[src/hw/rtl/rcfd_pkg.sv]
// ----------------------------------------------------------------------------
// rcfd_pkg: shared types and constants for the RC frame decoder
// Field widths, reset values, status codes and the result record.
// ----------------------------------------------------------------------------
package rcfd_pkg;

    localparam int DEF_CHANNEL_COUNT = 6;
    localparam int DEF_FRAME_BYTES   = 32;
    localparam int OUT_CHANNELS      = 6;
    localparam int BYTE_W            = 8;
    localparam int CHAN_W            = 16;

    localparam logic [BYTE_W-1:0] HEADER_RESET = 8'h20;
    localparam logic [CHAN_W-1:0] CHECK_INIT   = 16'hFFFF;

    typedef enum logic [1:0] {
        ST_OK         = 2'd0,
        ST_MISMATCH   = 2'd1,
        ST_BAD_HEADER = 2'd2
    } t_frame_status;

    typedef struct packed {
        logic [OUT_CHANNELS-1:0][CHAN_W-1:0] channels;
        t_frame_status                       status;
        logic [CHAN_W-1:0]                   rx_sum;
    } t_result;

endpackage

[src/hw/rtl/rcfd_in_if.sv]
// ----------------------------------------------------------------------------
// rcfd_in_if: byte request channel
// Carries one received frame byte and its start-of-frame flag.
// ----------------------------------------------------------------------------
interface rcfd_in_if
    import rcfd_pkg::*;
();
    logic              valid;
    logic              ready;
    logic [BYTE_W-1:0] data_byte;
    logic              frame_start;

    modport source (output valid, output data_byte, output frame_start, input ready);
    modport sink   (input valid, input data_byte, input frame_start, output ready);
endinterface

[src/hw/rtl/rcfd_out_if.sv]
// ----------------------------------------------------------------------------
// rcfd_out_if: decoded frame request channel
// Carries six channel values, frame status and the received checksum.
// ----------------------------------------------------------------------------
interface rcfd_out_if
    import rcfd_pkg::*;
();
    logic              valid;
    logic              ready;
    logic [CHAN_W-1:0] channel_one;
    logic [CHAN_W-1:0] channel_two;
    logic [CHAN_W-1:0] channel_three;
    logic [CHAN_W-1:0] channel_four;
    logic [CHAN_W-1:0] channel_five;
    logic [CHAN_W-1:0] channel_six;
    logic [1:0]        frame_status;
    logic [CHAN_W-1:0] received_checksum;

    modport source (
        output valid, output channel_one, output channel_two, output channel_three,
        output channel_four, output channel_five, output channel_six,
        output frame_status, output received_checksum, input ready
    );
    modport sink (
        input valid, input channel_one, input channel_two, input channel_three,
        input channel_four, input channel_five, input channel_six,
        input frame_status, input received_checksum, output ready
    );
endinterface

[src/hw/rtl/rc_ibus_frame_decoder.sv]
// ----------------------------------------------------------------------------
// rc_ibus_frame_decoder: RC receiver frame decoder
// Byte-wise frame parser with header check, channel extraction and checksum.
// ----------------------------------------------------------------------------
// Takes one frame byte per cycle unless both result slots are full; a byte
// enters an input register, is folded into the frame state by combinational
// logic (a 16-bit subtract and compare), and any result is registered into
// a result slot. A second result slot behind the output register lets bytes
// keep flowing while a finished frame waits to be taken; once both result
// slots are full the core stalls, and input ready drops as soon as a byte is
// waiting in the input register. A start flag whose byte does not match the
// header register yields a bad-header result at once; the last frame byte
// yields the channels with ok or mismatch status. Bytes outside a frame are
// dropped. Write the header register only while the block is idle.
// ----------------------------------------------------------------------------
module rc_ibus_frame_decoder
    import rcfd_pkg::*;
#(
    parameter int CHANNEL_COUNT = DEF_CHANNEL_COUNT,
    parameter int FRAME_BYTES   = DEF_FRAME_BYTES
) (
    input  logic              i_clk,
    input  logic              i_rst_n,
    input  logic              i_cfg_wr_en,
    input  logic [BYTE_W-1:0] i_cfg_wr_data,
    rcfd_in_if.sink           i_in,
    rcfd_out_if.source        o_out
);
    // header register
    logic [BYTE_W-1:0] r_header;

    // input stage
    logic              r_in_valid;
    logic [BYTE_W-1:0] r_in_byte;
    logic              r_in_start;

    // output register plus skid slot
    logic    r_out_valid, r_skid_valid;
    t_result r_out, r_skid;

    logic    w_fire;       // input stage consumed by the core this cycle
    logic    w_has_result;
    t_result w_result;
    logic    w_take;

    assign w_fire      = r_in_valid && !r_skid_valid;
    assign w_take      = r_out_valid && o_out.ready;
    assign i_in.ready  = !r_in_valid || w_fire;

    always_ff @(posedge i_clk) begin
        if (!i_rst_n) begin
            r_header <= HEADER_RESET;
        end else if (i_cfg_wr_en) begin
            r_header <= i_cfg_wr_data;
        end
    end

    always_ff @(posedge i_clk) begin
        if (!i_rst_n) begin
            r_in_valid <= 1'b0;
        end else if (i_in.ready) begin
            r_in_valid <= i_in.valid;
        end
    end

    always_ff @(posedge i_clk) begin
        if (i_in.ready && i_in.valid) begin
            r_in_byte  <= i_in.data_byte;
            r_in_start <= i_in.frame_start;
        end
    end

    rcfd_core #(
        .CHANNEL_COUNT (CHANNEL_COUNT),
        .FRAME_BYTES   (FRAME_BYTES)
    ) u_core (
        .i_clk        (i_clk),
        .i_rst_n      (i_rst_n),
        .i_step       (w_fire),
        .i_byte       (r_in_byte),
        .i_start      (r_in_start),
        .i_header     (r_header),
        .o_has_result (w_has_result),
        .o_result     (w_result)
    );

    // A new result only arrives with the skid slot empty (see w_fire), so the
    // skid never has to drain and fill in the same cycle.
    always_ff @(posedge i_clk) begin
        if (!i_rst_n) begin
            r_out_valid  <= 1'b0;
            r_skid_valid <= 1'b0;
        end else begin
            if (w_fire && w_has_result) begin
                if (!r_out_valid || w_take) begin
                    r_out_valid <= 1'b1;
                end else begin
                    r_skid_valid <= 1'b1;
                end
            end else if (w_take) begin
                r_out_valid  <= r_skid_valid;
                r_skid_valid <= 1'b0;
            end
        end
    end

    always_ff @(posedge i_clk) begin
        if (w_fire && w_has_result) begin
            if (!r_out_valid || w_take) begin
                r_out <= w_result;
            end else begin
                r_skid <= w_result;
            end
        end else if (w_take && r_skid_valid) begin
            r_out <= r_skid;
        end
    end

    assign o_out.valid             = r_out_valid;
    assign o_out.channel_one       = r_out.channels[0];
    assign o_out.channel_two       = r_out.channels[1];
    assign o_out.channel_three     = r_out.channels[2];
    assign o_out.channel_four      = r_out.channels[3];
    assign o_out.channel_five      = r_out.channels[4];
    assign o_out.channel_six       = r_out.channels[5];
    assign o_out.frame_status      = r_out.status;
    assign o_out.received_checksum = r_out.rx_sum;

    // skid slot only ever holds the second of two queued results
    a_skid_behind_out: assert property (@(posedge i_clk) disable iff (!i_rst_n)
        r_skid_valid |-> r_out_valid)
        else $error("skid slot full with output register empty");

    // a result produced against a stalled full output must land in the skid
    a_stall_to_skid: assert property (@(posedge i_clk) disable iff (!i_rst_n)
        (w_fire && w_has_result && r_out_valid && !o_out.ready) |=> r_skid_valid)
        else $error("result lost while output stalled");

    // a bad-header result carries no checksum
    a_bad_header_clean: assert property (@(posedge i_clk) disable iff (!i_rst_n)
        (r_out_valid && r_out.status == ST_BAD_HEADER) |-> (r_out.rx_sum == '0))
        else $error("bad-header result with nonzero checksum");
endmodule

[src/hw/rtl/rcfd_core.sv]
// ----------------------------------------------------------------------------
// rcfd_core: frame state tracker
// Byte position, running checksum, channel store; builds the result record.
// ----------------------------------------------------------------------------
module rcfd_core
    import rcfd_pkg::*;
#(
    parameter int CHANNEL_COUNT = DEF_CHANNEL_COUNT,
    parameter int FRAME_BYTES   = DEF_FRAME_BYTES
) (
    input  logic              i_clk,
    input  logic              i_rst_n,
    input  logic              i_step,
    input  logic [BYTE_W-1:0] i_byte,
    input  logic              i_start,
    input  logic [BYTE_W-1:0] i_header,
    output logic              o_has_result,
    output t_result           o_result
);
    localparam int POS_W  = $clog2(FRAME_BYTES + 1);
    localparam int CH_END = 2 + 2 * CHANNEL_COUNT;

    localparam logic [POS_W-1:0] POS_IDLE = POS_W'(FRAME_BYTES);
    localparam logic [POS_W-1:0] POS_CSLO = POS_W'(FRAME_BYTES - 2);
    localparam logic [POS_W-1:0] POS_CH0  = POS_W'(2);
    localparam logic [POS_W-1:0] POS_CHE  = POS_W'(CH_END);

    logic [POS_W-1:0]  r_pos, n_pos;
    logic [CHAN_W-1:0] r_sum, n_sum;
    logic [BYTE_W-1:0] r_hold, n_hold;
    logic              r_rej, n_rej;
    logic [CHAN_W-1:0] r_store [CHANNEL_COUNT];

    logic              w_ch_wr;
    logic [POS_W-1:0]  w_off;
    logic [CHAN_W-1:0] w_word;
    logic [OUT_CHANNELS-1:0][CHAN_W-1:0] w_chan;

    assign w_off  = r_pos - POS_CH0;
    assign w_word = {i_byte, r_hold};

    // channels above the configured count read as zero
    for (genvar k = 0; k < OUT_CHANNELS; k++) begin : g_out
        if (k < CHANNEL_COUNT) begin : g_live
            assign w_chan[k] = r_store[k];
        end else begin : g_zero
            assign w_chan[k] = '0;
        end
    end

    always_comb begin
        n_pos        = r_pos;
        n_sum        = r_sum;
        n_hold       = r_hold;
        n_rej        = r_rej;
        w_ch_wr      = 1'b0;
        o_has_result = 1'b0;
        o_result.channels = w_chan;
        o_result.status   = ST_OK;
        o_result.rx_sum   = '0;
        if (i_start) begin
            if (i_byte != i_header) begin
                n_rej             = 1'b1;
                n_pos             = POS_IDLE;
                o_has_result      = 1'b1;
                o_result.status   = ST_BAD_HEADER;
                o_result.channels = '0;
            end else begin
                n_rej = 1'b0;
                n_sum = CHECK_INIT - CHAN_W'(i_byte);
                n_pos = POS_W'(1);
            end
        end else if (r_pos >= POS_IDLE || r_rej) begin
            // no frame active: byte dropped
        end else if (r_pos < POS_CSLO) begin
            n_sum = r_sum - CHAN_W'(i_byte);
            if (r_pos >= POS_CH0 && r_pos < POS_CHE) begin
                if (!w_off[0]) begin
                    n_hold = i_byte;
                end else begin
                    w_ch_wr = 1'b1;
                end
            end
            n_pos = r_pos + POS_W'(1);
        end else if (r_pos == POS_CSLO) begin
            n_hold = i_byte;
            n_pos  = r_pos + POS_W'(1);
        end else begin
            o_has_result    = 1'b1;
            o_result.rx_sum = w_word;
            o_result.status = (w_word == r_sum) ? ST_OK : ST_MISMATCH;
            n_pos           = POS_IDLE;
        end
    end

    always_ff @(posedge i_clk) begin
        if (!i_rst_n) begin
            r_pos  <= POS_IDLE;
            r_sum  <= CHECK_INIT;
            r_hold <= '0;
            r_rej  <= 1'b0;
        end else if (i_step) begin
            r_pos  <= n_pos;
            r_sum  <= n_sum;
            r_hold <= n_hold;
            r_rej  <= n_rej;
        end
    end

    always_ff @(posedge i_clk) begin
        for (int k = 0; k < CHANNEL_COUNT; k++) begin
            if (i_step && w_ch_wr && w_off[POS_W-1:1] == (POS_W-1)'(k)) begin
                r_store[k] <= w_word;
            end
        end
    end
endmodule
[src/flat_wrapper.sv]
// flat-port wrapper written by rule: the top's interface ports become plain ports
module rc_ibus_frame_decoder_flat import rcfd_pkg::*;
#(
    parameter int CHANNEL_COUNT = DEF_CHANNEL_COUNT,
    parameter int FRAME_BYTES   = DEF_FRAME_BYTES
)
  (i_clk, i_rst_n, i_cfg_wr_en, i_cfg_wr_data, i_in_valid, i_in_data_byte, i_in_frame_start, i_in_ready, o_out_valid, o_out_channel_one, o_out_channel_two, o_out_channel_three, o_out_channel_four, o_out_channel_five, o_out_channel_six, o_out_frame_status, o_out_received_checksum, o_out_ready);
  rcfd_in_if i_in_i ();
  rcfd_out_if o_out_i ();
  input  logic i_clk;
  input  logic i_rst_n;
  input  logic i_cfg_wr_en;
  input  logic [BYTE_W-1:0] i_cfg_wr_data;
  input wire logic [$bits(i_in_i.valid)-1:0] i_in_valid;
  input wire logic [$bits(i_in_i.data_byte)-1:0] i_in_data_byte;
  input wire logic [$bits(i_in_i.frame_start)-1:0] i_in_frame_start;
  output wire logic [$bits(i_in_i.ready)-1:0] i_in_ready;
  output wire logic [$bits(o_out_i.valid)-1:0] o_out_valid;
  output wire logic [$bits(o_out_i.channel_one)-1:0] o_out_channel_one;
  output wire logic [$bits(o_out_i.channel_two)-1:0] o_out_channel_two;
  output wire logic [$bits(o_out_i.channel_three)-1:0] o_out_channel_three;
  output wire logic [$bits(o_out_i.channel_four)-1:0] o_out_channel_four;
  output wire logic [$bits(o_out_i.channel_five)-1:0] o_out_channel_five;
  output wire logic [$bits(o_out_i.channel_six)-1:0] o_out_channel_six;
  output wire logic [$bits(o_out_i.frame_status)-1:0] o_out_frame_status;
  output wire logic [$bits(o_out_i.received_checksum)-1:0] o_out_received_checksum;
  input wire logic [$bits(o_out_i.ready)-1:0] o_out_ready;
  assign i_in_i.valid = i_in_valid;
  assign i_in_i.data_byte = i_in_data_byte;
  assign i_in_i.frame_start = i_in_frame_start;
  assign i_in_ready = i_in_i.ready;
  assign o_out_valid = o_out_i.valid;
  assign o_out_channel_one = o_out_i.channel_one;
  assign o_out_channel_two = o_out_i.channel_two;
  assign o_out_channel_three = o_out_i.channel_three;
  assign o_out_channel_four = o_out_i.channel_four;
  assign o_out_channel_five = o_out_i.channel_five;
  assign o_out_channel_six = o_out_i.channel_six;
  assign o_out_frame_status = o_out_i.frame_status;
  assign o_out_received_checksum = o_out_i.received_checksum;
  assign o_out_i.ready = o_out_ready;
  rc_ibus_frame_decoder #(.CHANNEL_COUNT(CHANNEL_COUNT), .FRAME_BYTES(FRAME_BYTES)) u_core (.i_clk(i_clk), .i_rst_n(i_rst_n), .i_cfg_wr_en(i_cfg_wr_en), .i_cfg_wr_data(i_cfg_wr_data), .i_in(i_in_i), .o_out(o_out_i));
endmodule
[config.mk]
export PLATFORM = sky130hd
export DESIGN_NAME = rc_ibus_frame_decoder_flat
export DESIGN_NICKNAME = d
export VERILOG_FILES = /design/src/hw/rtl/rcfd_pkg.sv /design/src/hw/rtl/rcfd_in_if.sv /design/src/hw/rtl/rcfd_out_if.sv /design/src/hw/rtl/rc_ibus_frame_decoder.sv /design/src/hw/rtl/rcfd_core.sv /design/src/flat_wrapper.sv
export SDC_FILE = /design/constraint.sdc
export NUM_CORES = 1
export LEC_CHECK = 0
export BUFFER_PORTS_ARGS = -buffer_cell sky130_fd_sc_hd__buf_2
export CORE_ASPECT_RATIO = 1.2
export CORE_UTILIZATION = 55
export CTS_CLUSTER_DIAMETER = 50
export DETAILED_ROUTE_END_ITERATION = 8
export MAX_ROUTING_LAYER = met4
export PLACE_DENSITY = 0.86
export SKIP_CTS_REPAIR_TIMING = 1
export SYNTH_ARGS = -nofsm -noshare
export SYNTH_HDL_FRONTEND = slang
export SYNTH_SLANG_ARGS = --single-unit
[constraint.sdc]
create_clock -name i_clk -period 11.6 [get_ports i_clk]
set_input_delay 3.48 -clock i_clk [delete_from_list [all_inputs] [get_ports i_clk]]
set_output_delay 3.48 -clock i_clk [all_outputs]
set_load 0.01 [all_outputs]
Word-level counts from Yosys, hierarchy flattened
Memory sizes are Yosys's and may differ from the RTL's.
Index checks and enable logic that the tools add are counted.
Word-level totals
  flip-flop bits (word level): 279
  input bits: 22
  memories kept: 1
  logic and storage cells: 156
  bits in writable memories: 96
Memories
  u_core.u_core.r_store: words 6, width 16, read ports 6, clocked after memory_dff 0, wr ports 1, RTL line rcfd_core.sv:32  | logic [CHAN_W-1:0] r_store [CHANNEL_COUNT];
Cells by class
  $lt $le $gt $ge: 4
  multiplexer cells: 67
  equality and inequality tests: 14
  bitwise operators: 3
  $add $sub $neg: 4
  reduce and logical (&&, ||, !) cells: 37
Operator list (count)
  2-to-1 mux 114 bit: 3
  2-to-1 mux 16 bit: 10
  2-to-1 mux 98 bit: 1
  2-to-1 mux 96 bit: 1
  OR reduction 16 bit: 5
  2-to-1 mux 17 bit: 3
  2-to-1 mux 1 bit: 34
  2-to-1 mux 8 bit: 4
  2-to-1 mux 6 bit: 5
  equality test 16 bit: 1
  subtractor 16 x 8 -> 16 bit: 1
  2-to-1 mux 3 bit: 5
  logical AND 1 bit: 13
  AND reduction 2 bit: 6
  equality test 5 x 2 -> 1 bit, second input constant: 2
  equality test 5 x 3 -> 1 bit, second input constant: 2
  subtractor 1 x 9 -> 10 bit, first input constant: 1
  != test 2 bit, second input constant: 4
  != test 8 bit: 1
  nonzero test 2 bit: 4
  adder 6 x 1 -> 6 bit, second input constant: 1
  equality test 6 x 5 -> 1 bit, second input constant: 1
  >= comparator 6 x 2 -> 1 bit, second input constant: 1
  >= comparator 6 bit, second input constant: 1
  12 further kinds: 19

Depth between registers and ports, before layout
Gate-level depths: netlist of run 1.
  depth after elaboration: 16
  mapped depth: 10
  depth with buffers taken out: 10

By module
Synthesis of run 1 repeated with hierarchy kept, for this count alone.
Second synthesis, totals
  cells, all modules: 906
  area total of the unflattened synthesis: 15015.7 sq um
Modules (own cells, without submodules)
  rc_ibus_frame_decoder: cells each 409, times used 1, area an instance 9086.2 sq um
  rcfd_core: cells each 497, times used 1, area an instance 5929.4 sq um

Least setup slack after synthesis of run 1
No wires, ideal clock.
  path type: input -> register
  from: input o_out_ready
  to: register u_core.r_out (netlist bit u_core.o_out.channel_five[0]) (enable)
  path slack: 1.947 ns
  data required time: 10.976 ns
  path buffers: 0
  library setup time: 0.624 ns
  stages on the path: 2
  data arrival time: 9.029 ns
  path through: nor2b_1 -> a21oi_1
Between the ends
  cells in the longest elaborated chain, start to end: 4
  elaborated cells on any way between the ends: 6
  those cells by class: eq/ne (1); reduce/logical (5)
Ends and longest elaborated chain
  start, declared: RTL line flat_wrapper.sv:27  | input wire logic [$bits(o_out_i.ready)-1:0] o_out_ready;
  logical AND 1 bit (*): RTL line rc_ibus_frame_decoder.sv:47  | assign w_take = r_out_valid && o_out.ready;
  logical OR 1 bit / logical AND 1 bit (equally long branches): RTL line rc_ibus_frame_decoder.sv:109, rc_ibus_frame_decoder.sv:114
  != test 2 bit (no line) / nonzero test 2 bit (equally long branches)
  AND reduction 2 bit (no line) (*)
  end signal, assigned: RTL line rc_ibus_frame_decoder.sv:110  | r_out <= w_result;
  end signal, assigned: RTL line rc_ibus_frame_decoder.sv:115  | r_out <= r_skid;
  end, declared: RTL line rc_ibus_frame_decoder.sv:39  | t_result r_out, r_skid;
Mark *: on every way between the ends. The rest lies on a longest branch, timed or not.
A chain may end at the register's enable or synchronous reset.

Worst setup path in the final report of run 1
  from: input o_out_ready
  to: register u_core.r_out (netlist bit u_core.o_out.channel_five[3]) (enable)
Same word-level chain as after synthesis.

==> impl_metrics.json, run 1 <==
{
  "vias_per_cell": 5.91,
  "ios": 138,
  "nFillCells": 1693,
  "ys.flop_type": "edfxtp_1",
  "clock_sinks": 375,
  "grt_first_pass_wirelength_um": 45800,
  "path_class": "in2reg",
  "layout_commonest_cell": "edfxtp_1",
  "core_um2": 25700,
  "crit_path_max_fanout": 81,
  "min-delay-start": "u_core.u_core.r_sum[15]$_SDFFE_PN1P_",
  "final_cell_area_um2": 16700,
  "fin_nets": 1091,
  "rsz0062_at_grt": "no",
  "start_kind": "input port",
  "vias": 8363,
  "place.gp.congestion": 0.867,
  "finalCriticalPeriod_ns": 5.32,
  "multi_input_area_um2": 3390,
  "root_buffer": "clkbuf_16",
  "synth.avg_cell_area_um2": 15.7,
  "htreeDepth": 2,
  "post_drt_wl_per_cell_um": 21.2,
  "critPathRequiredTime_ns": 11.74,
  "drt-total-wl_um": 30100,
  "tightest_slew_ns": 1.19,
  "grt_usage_pct": 23.3,
  "io_buffers": 137,
  "layout-drive-gt1-share_pct": 20.7,
  "initial_core_util_pct": 56.4,
  "async_reset_ff_share_pct": 0,
  "fmax_mhz": 188,
  "dp.cells": 1350,
  "antenna_found_initial": 0,
  "critPathArrivalTime_ns": 5.46,
  "syn_area_um2": 14500,
  "grt_max_degree": 114,
  "clockBufferDepth": 3,
  "die_y_um": 180,
  "r2r_start": "u_core.r_in_start$_DFFE_PP_",
  "ir_worst_vdd_uv": 104,
  "placed_area_um2": 15500,
  "setup_viol": 0,
  "synth_cell_types": 48,
  "hold_viol_final": 0,
  "synthCells": 921,
  "clk_pin_slew_ns": 0.06,
  "cts_tree": "done",
  "utilization_pct": 65.1,
  "final_cell_mix": "edfxtp_1, buf_2, a22o_1",
  "drtIter0Drc": 775,
  "startpoint": "o_out_ready",
  "relSlewSlack_pct": 20.4,
  "seqCellArea_um2": 10800,
  "tns_ns": 0,
  "yosysSeqAreaShare_pct": 74.8,
  "cp_slowest_cell": "buf_4",
  "drcViolationCount": 0,
  "drt_pass1_iterations": 8,
  "grt_pass1_vias": 8226,
  "status": "completed",
  "cpPeakStageDelay_ns": 0.86,
  "min_period_over_period_pct": 45.8,
  "path_cells": "buf_2 > nor2b_1 > a21oi_4 > buf_4",
  "synth_seq_cells": 375,
  "n_antenna_cell": 0,
  "dp_hpwl_um": 17700,
  "syn2layout_area_growth_pct": 15.5,
  "cap_viol_max_count": 0,
  "hold_path.class": "reg2reg",
  "ant_nets": 0,
  "power.density_nw_per_um2": 167,
  "synth_nets": 954,
  "skew_ns": 0.0242,
  "row_count": 64,
  "cts_made_buffers": 36,
  "synth-edff-count": 333,
  "cp-end-kind": "flop",
  "clk_latency_ns": 0.53,
  "grt-ovfl-total": 0,
  "drv_slew": 0,
  "instances_no_fill": 1415,
  "power.leakage_nw": 6.03,
  "yosysWarnings": 0,
  "die_x_um": 150,
  "die_area_um2": 27000
}
cell families after synthesis:
logic type | after synthesis | synth area share [%]
adder cells (fa/ha/maj) | 11 | 1.00
XOR/XNOR | 31 | 1.87
AO/OA/AOI/OAI | 180 | 9.99
multiplexers | 11 | 0.769
flip-flops | 375 | 74.8
AND/OR/NAND/NOR | 245 | 9.54
buffers and inverters | 68 | 2.00
synth_stat cells, types with 6 or more instances:
library cell    n  share of area [%]
a21oi_1        17               0.59
clkbuf_1       32               0.83
edfxtp_1      333                 69
and3_1         12               0.52
or3_1           6               0.26
inv_1          15               0.39
ha_1           10               0.86
xor2_1         13               0.79
xnor2_1        18                1.1
nor2b_1        25                1.1
o21ai_0        16               0.55
buf_2          18               0.62
mux2i_1        10               0.69
o211ai_2        6               0.52
nor3_1          9               0.31
dfxtp_1        42                5.8
nand3_1        11               0.38
a22o_1        113                6.8
nor2_1         30               0.78
and2_1         99                4.3
nand4_1         9               0.39
nand2_1        29               0.75
cell type report:
| type | count | share of cell area (%) |
|---|---|---|
| tap | 330 | 2.47 |
| clock buffer | 44 | 5.69 |
| sequential | 375 | 64.8 |
| inverter | 16 | 0.359 |
| timing repair buffer | 151 | 4.73 |
| multi-input combinational | 478 | 20.3 |
| clock inverter | 21 | 1.65 |
final timing paths:
kind / end / slack [ns] / cells past startpoint
max: u_core.o_out.channel_five[3]$_DFFE_PP_ / 6.28 / 4
max reg2reg: u_core.o_out.channel_five[3]$_DFFE_PP_ / 6.46 / 6
min reg2reg: u_core.u_core.r_sum[15]$_SDFFE_PN1P_ / 0.51 / 2
min: u_core.u_core.r_sum[15]$_SDFFE_PN1P_ / 0.51 / 2
power breakdown:
group	internal (mW)	switching [mW]	total, mW
combinational	0.0374	0.0634	0.101
clock	0.706	0.491	1.20
sequential	1.48	0.0136	1.49
total	2.22	0.568	2.79
registers in the layout, summed over array words and instances (netlist names), 16 cells and up:
register                        flops
u_core.o_out.channel_three         16
u_core.o_out.channel_five          16
u_core.u_core.r_store              96
u_core.o_out.channel_four          16
u_core.u_core.r_sum                16
u_core.r_skid                     114
u_core.o_out.channel_one           16
u_core.o_out.channel_two           16
u_core.o_out.channel_six           16
u_core.o_out.received_checksum     16
stage by stage:
step / power (mW) / setup slack (ns) / hold slack [ns]
final: 2.79 / 6.28 / 0.512
after detailed placement: 1.62 / 5.73 / 0.494
after global placement: 1.62 / 5.78 / 0.483
after floorplan: 1.58 / 1.95 / 0.462
after CTS: 2.81 / 6.26 / 0.515
after global routing: 2.86 / 6.07 / 0.537
metal layers:
metal	vias up	part of all wire (%)	track usage, %
met4	0	3.8	10.2
met3	98	7.3	3.22
met2	424	51	38.5
li1	3776	-	-
met5	-	0	-
met1	4065	38	28.5
worst max-delay path, delay by kind of cell:
kind	cells	cell delay [ns]
buffers and inverters	2	0.96
AND/OR/NAND/NOR	1	0.07
AO/OA/AOI/OAI	1	0.83
Power figures use the tool's default switching activity.
==> run 2: changes to the inputs <==
--- a/config.mk
+++ b/config.mk
@@ -5,13 +5,14 @@
 export SDC_FILE = /design/constraint.sdc
 export NUM_CORES = 1
 export LEC_CHECK = 0
+export ABC_AREA = 1
 export BUFFER_PORTS_ARGS = -buffer_cell sky130_fd_sc_hd__buf_2
 export CORE_ASPECT_RATIO = 1.2
-export CORE_UTILIZATION = 55
+export CORE_UTILIZATION = 54
 export CTS_CLUSTER_DIAMETER = 50
 export DETAILED_ROUTE_END_ITERATION = 8
 export MAX_ROUTING_LAYER = met4
-export PLACE_DENSITY = 0.86
+export PLACE_DENSITY = 0.87
 export SKIP_CTS_REPAIR_TIMING = 1
 export SYNTH_ARGS = -nofsm -noshare
 export SYNTH_HDL_FRONTEND = slang
==> constraint.sdc (replaced) <==
create_clock -name i_clk -period 4.85 [get_ports i_clk]
set_input_delay 1.455 -clock i_clk [delete_from_list [all_inputs] [get_ports i_clk]]
set_output_delay 1.455 -clock i_clk [all_outputs]
set_load 0.01 [all_outputs]
==> impl_metrics.json, run 2 <==
{
  "clk_pin_slew_ns": 0.06,
  "yosysSeqAreaShare_pct": 70.2,
  "synth_cell_types": 34,
  "tightest_slew_ns": 1.31,
  "grt-ovfl-total": 0,
  "grt_pass1_vias": 10000,
  "power.leakage_nw": 7.28,
  "n_antenna_cell": 0,
  "yosysWarnings": 0,
  "whs_path_depth": 2,
  "dp.cells": 1890,
  "synth.area.mux_share_pct": 0,
  "core_um2": 28000,
  "dp_hpwl_um": 21000,
  "htreeDepth": 2,
  "synth_xor_area_share_pct": 0.907,
  "synth_top_area_cell": "edfxtp_1",
  "synth.avg_cell_area_um2": 10.9,
  "ant_nets": 0,
  "die_x_um": 156,
  "async_reset_ff_share_pct": 0,
  "drtIter0Drc": 1192,
  "layout_commonest_cell": "nand2_1",
  "synth_compound_area_share_pct": 2.14,
  "grt_max_degree": 99,
  "power.density_nw_per_um2": 381,
  "fin_nets": 1583,
  "status": "completed",
  "p_seq_share_pct": 53.1,
  "critPathRequiredTime_ns": 5.01,
  "initial_core_util_pct": 55.2,
  "path_class": "reg2reg",
  "cp-end-kind": "flop",
  "largestRegisters": "u_core.r_skid (114), u_core.u_core.r_store (96)",
  "final_cell_mix": "nand2_1, edfxtp_1, inv_1",
  "critPathArrivalTime_ns": 3.48,
  "syn2layout_area_growth_pct": 14.8,
  "dpl_worst_slack_ns": 1.54,
  "vias": 10600,
  "synth_commonest_cells": "nand2_1, edfxtp_1, inv_1, nand3_1, nor2_1",
  "skew_ns": 0.0332,
  "grtUsageMet1_pct": 30.0,
  "drv_slew": 0,
  "synth-edff-count": 333,
  "synthAdderAreaFrac_pct": 0.939,
  "finalCriticalPeriod_ns": 3.32,
  "die_area_um2": 29300,
  "hold_path.class": "reg2reg",
  "cts_tree": "done",
  "placed_area_um2": 16500,
  "nFillCells": 2071,
  "utilization_pct": 63.3,
  "place.gp.congestion": 0.876,
  "layout-drive-gt1-share_pct": 15.7,
  "synth_seq_cells": 375,
  "worst_slack_ns": 1.53,
  "synthCells": 1417,
  "ios": 138,
  "final_cell_area_um2": 17700,
  "synth_nets": 1450,
  "r2r_slack_ns": 1.53,
  "ir_worst_vdd_uv": 276,
  "grt_usage_pct": 24.2,
  "switchingPower_mw": 1.43,
  "clk_latency_ns": 0.53,
  "crit_path_max_fanout": 29,
  "grt_busiest_layer": "met2",
  "reg2reg_to": "u_core.o_out.received_checksum[13]$_DFFE_PP_",
  "hold_viol_final": 0,
  "min-delay-start": "u_core.u_core.r_rej$_SDFFE_PN0P_",
  "min_period_over_period_pct": 68.5,
  "largest_register": "u_core.r_skid",
  "tns_ns": 0,
  "synth_area_leaders": "edfxtp_1, nand2_1, dfxtp_1",
  "root_buffer": "clkbuf_16",
  "synth_top_family_by_area": "simple AND/OR/NAND/NOR gates",
  "grtUsageMet3_pct": 2.80,
  "yosys.area_share.simple_pct": 19.8,
  "start_kind": "flop",
  "multi_input_area_um2": 3740,
  "comb_power_share_pct": 4.6,
  "rr_worst_depth": 6,
  "synth_top_area_share_pct": 64.7,
  "instances_no_fill": 1957,
  "io_buffers": 137,
  "clock_sinks": 375,
  "cap_viol_max_count": 0,
  "seqCellArea_um2": 10800,
  "swShare_pct": 21.1,
  "p_int_mw": 5.33,
  "antenna_found_initial": 0,
  "grt_first_pass_wirelength_um": 52700,
  "r2r_start": "u_core.r_in_start$_DFFE_PP_",
  "syn_area_um2": 15400,
  "row_count": 67,
  "fmax_mhz": 301,
  "rsz0062_at_grt": "no",
  "power_frac_clock_pct": 42.3,
  "largest_reg_flops": 114,
  "drt-total-wl_um": 33700,
  "relSlewSlack_pct": 12.6,
  "fin_hold_ws_ns": 0.502,
  "drcViolationCount": 0,
  "post_drt_wl_per_cell_um": 17.2,
  "setup_viol": 0,
  "clockBufferDepth": 3,
  "yosysMostFrequentCell": "nand2_1",
  "cts_made_buffers": 37,
  "hold_path_end": "u_core.u_core.r_rej$_SDFFE_PN0P_",
  "die_y_um": 187,
  "finalPower_mw": 6.76,
  "drt_pass1_iterations": 6,
  "vias_per_cell": 5.41,
  "grtUsageMet2_pct": 39.7,
  "ys.flop_type": "edfxtp_1"
}
run 2: cell types whose count changed in the layout (fill, tap and decap cells not counted), sizes merged, moves of 10 or more:
cell   delta
and2     -97
and3     -12
mux2i    -10
o21ai    +14
nor2    +131
a21oi    +13
nand3   +148
a22o    -113
nor2b    -25
nand2   +352
inv     +150
run 2: worst max path at each step:
stage	startpoint	to	slack, ns	cells after the start
finish	u_core.r_in_start$_DFFE_PP_	u_core.o_out.received_checksum[13]$_DFFE_PP_	1.53	6
global route	u_core.r_in_start$_DFFE_PP_	u_core.u_core.r_store[0][11]$_DFFE_PP_	1.27	7
CTS	u_core.r_in_start$_DFFE_PP_	u_core.o_out.received_checksum[12]$_DFFE_PP_	1.50	6
detailed placement	u_core.r_in_start$_DFFE_PP_	u_core.o_out.channel_one[13]$_DFFE_PP_	1.54	6
global placement	u_core.r_in_start$_DFFE_PP_	u_core.o_out.channel_one[13]$_DFFE_PP_	1.61	6
floorplan	o_out_ready	u_core.r_skid[0]$_DFFE_PP_	0.72	2
run 2: cell type report:
cell class | count | share of cell area (%)
multi-input combinational | 817 | 21.1
clock inverter | 19 | 1.26
inverter | 168 | 3.56
tap | 379 | 2.67
clock buffer | 48 | 5.63
timing repair buffer | 151 | 4.67
sequential | 375 | 61.1
run 2: routing by layer:
metal	vias to the layer above	wire (um)
li1	4953	-
met3	106	2660
met5	-	0
met4	0	1490
met1	4955	12800
met2	568	16800
run 2: power groups by stage:
stage | registers (mW) | clock network [mW] | logic, mW
after floorplan | 3.66 | 0 | 0.195
after global placement | 3.65 | 0 | 0.303
after detailed placement | 3.65 | 0 | 0.309
after CTS | 3.59 | 2.89 | 0.313
after global routing | 3.59 | 3.02 | 0.347
final | 3.59 | 2.86 | 0.313
run 2: kinds of logic after synthesis:
kind of cell | Yosys count
AND/OR/NAND/NOR | 727
adder cells (fa/ha/maj) | 11
buffers and inverters | 225
XOR/XNOR | 16
flip-flops | 375
AO/OA/AOI/OAI | 63
run 2: worst max-delay path: stages (launching register included):
cell	delay [ns]
edfxtp_1	0.55
inv_1	0.58
nand3_1	0.22
inv_1	0.17
nand3_4	0.27
a31oi_4	0.67
buf_4	0.48
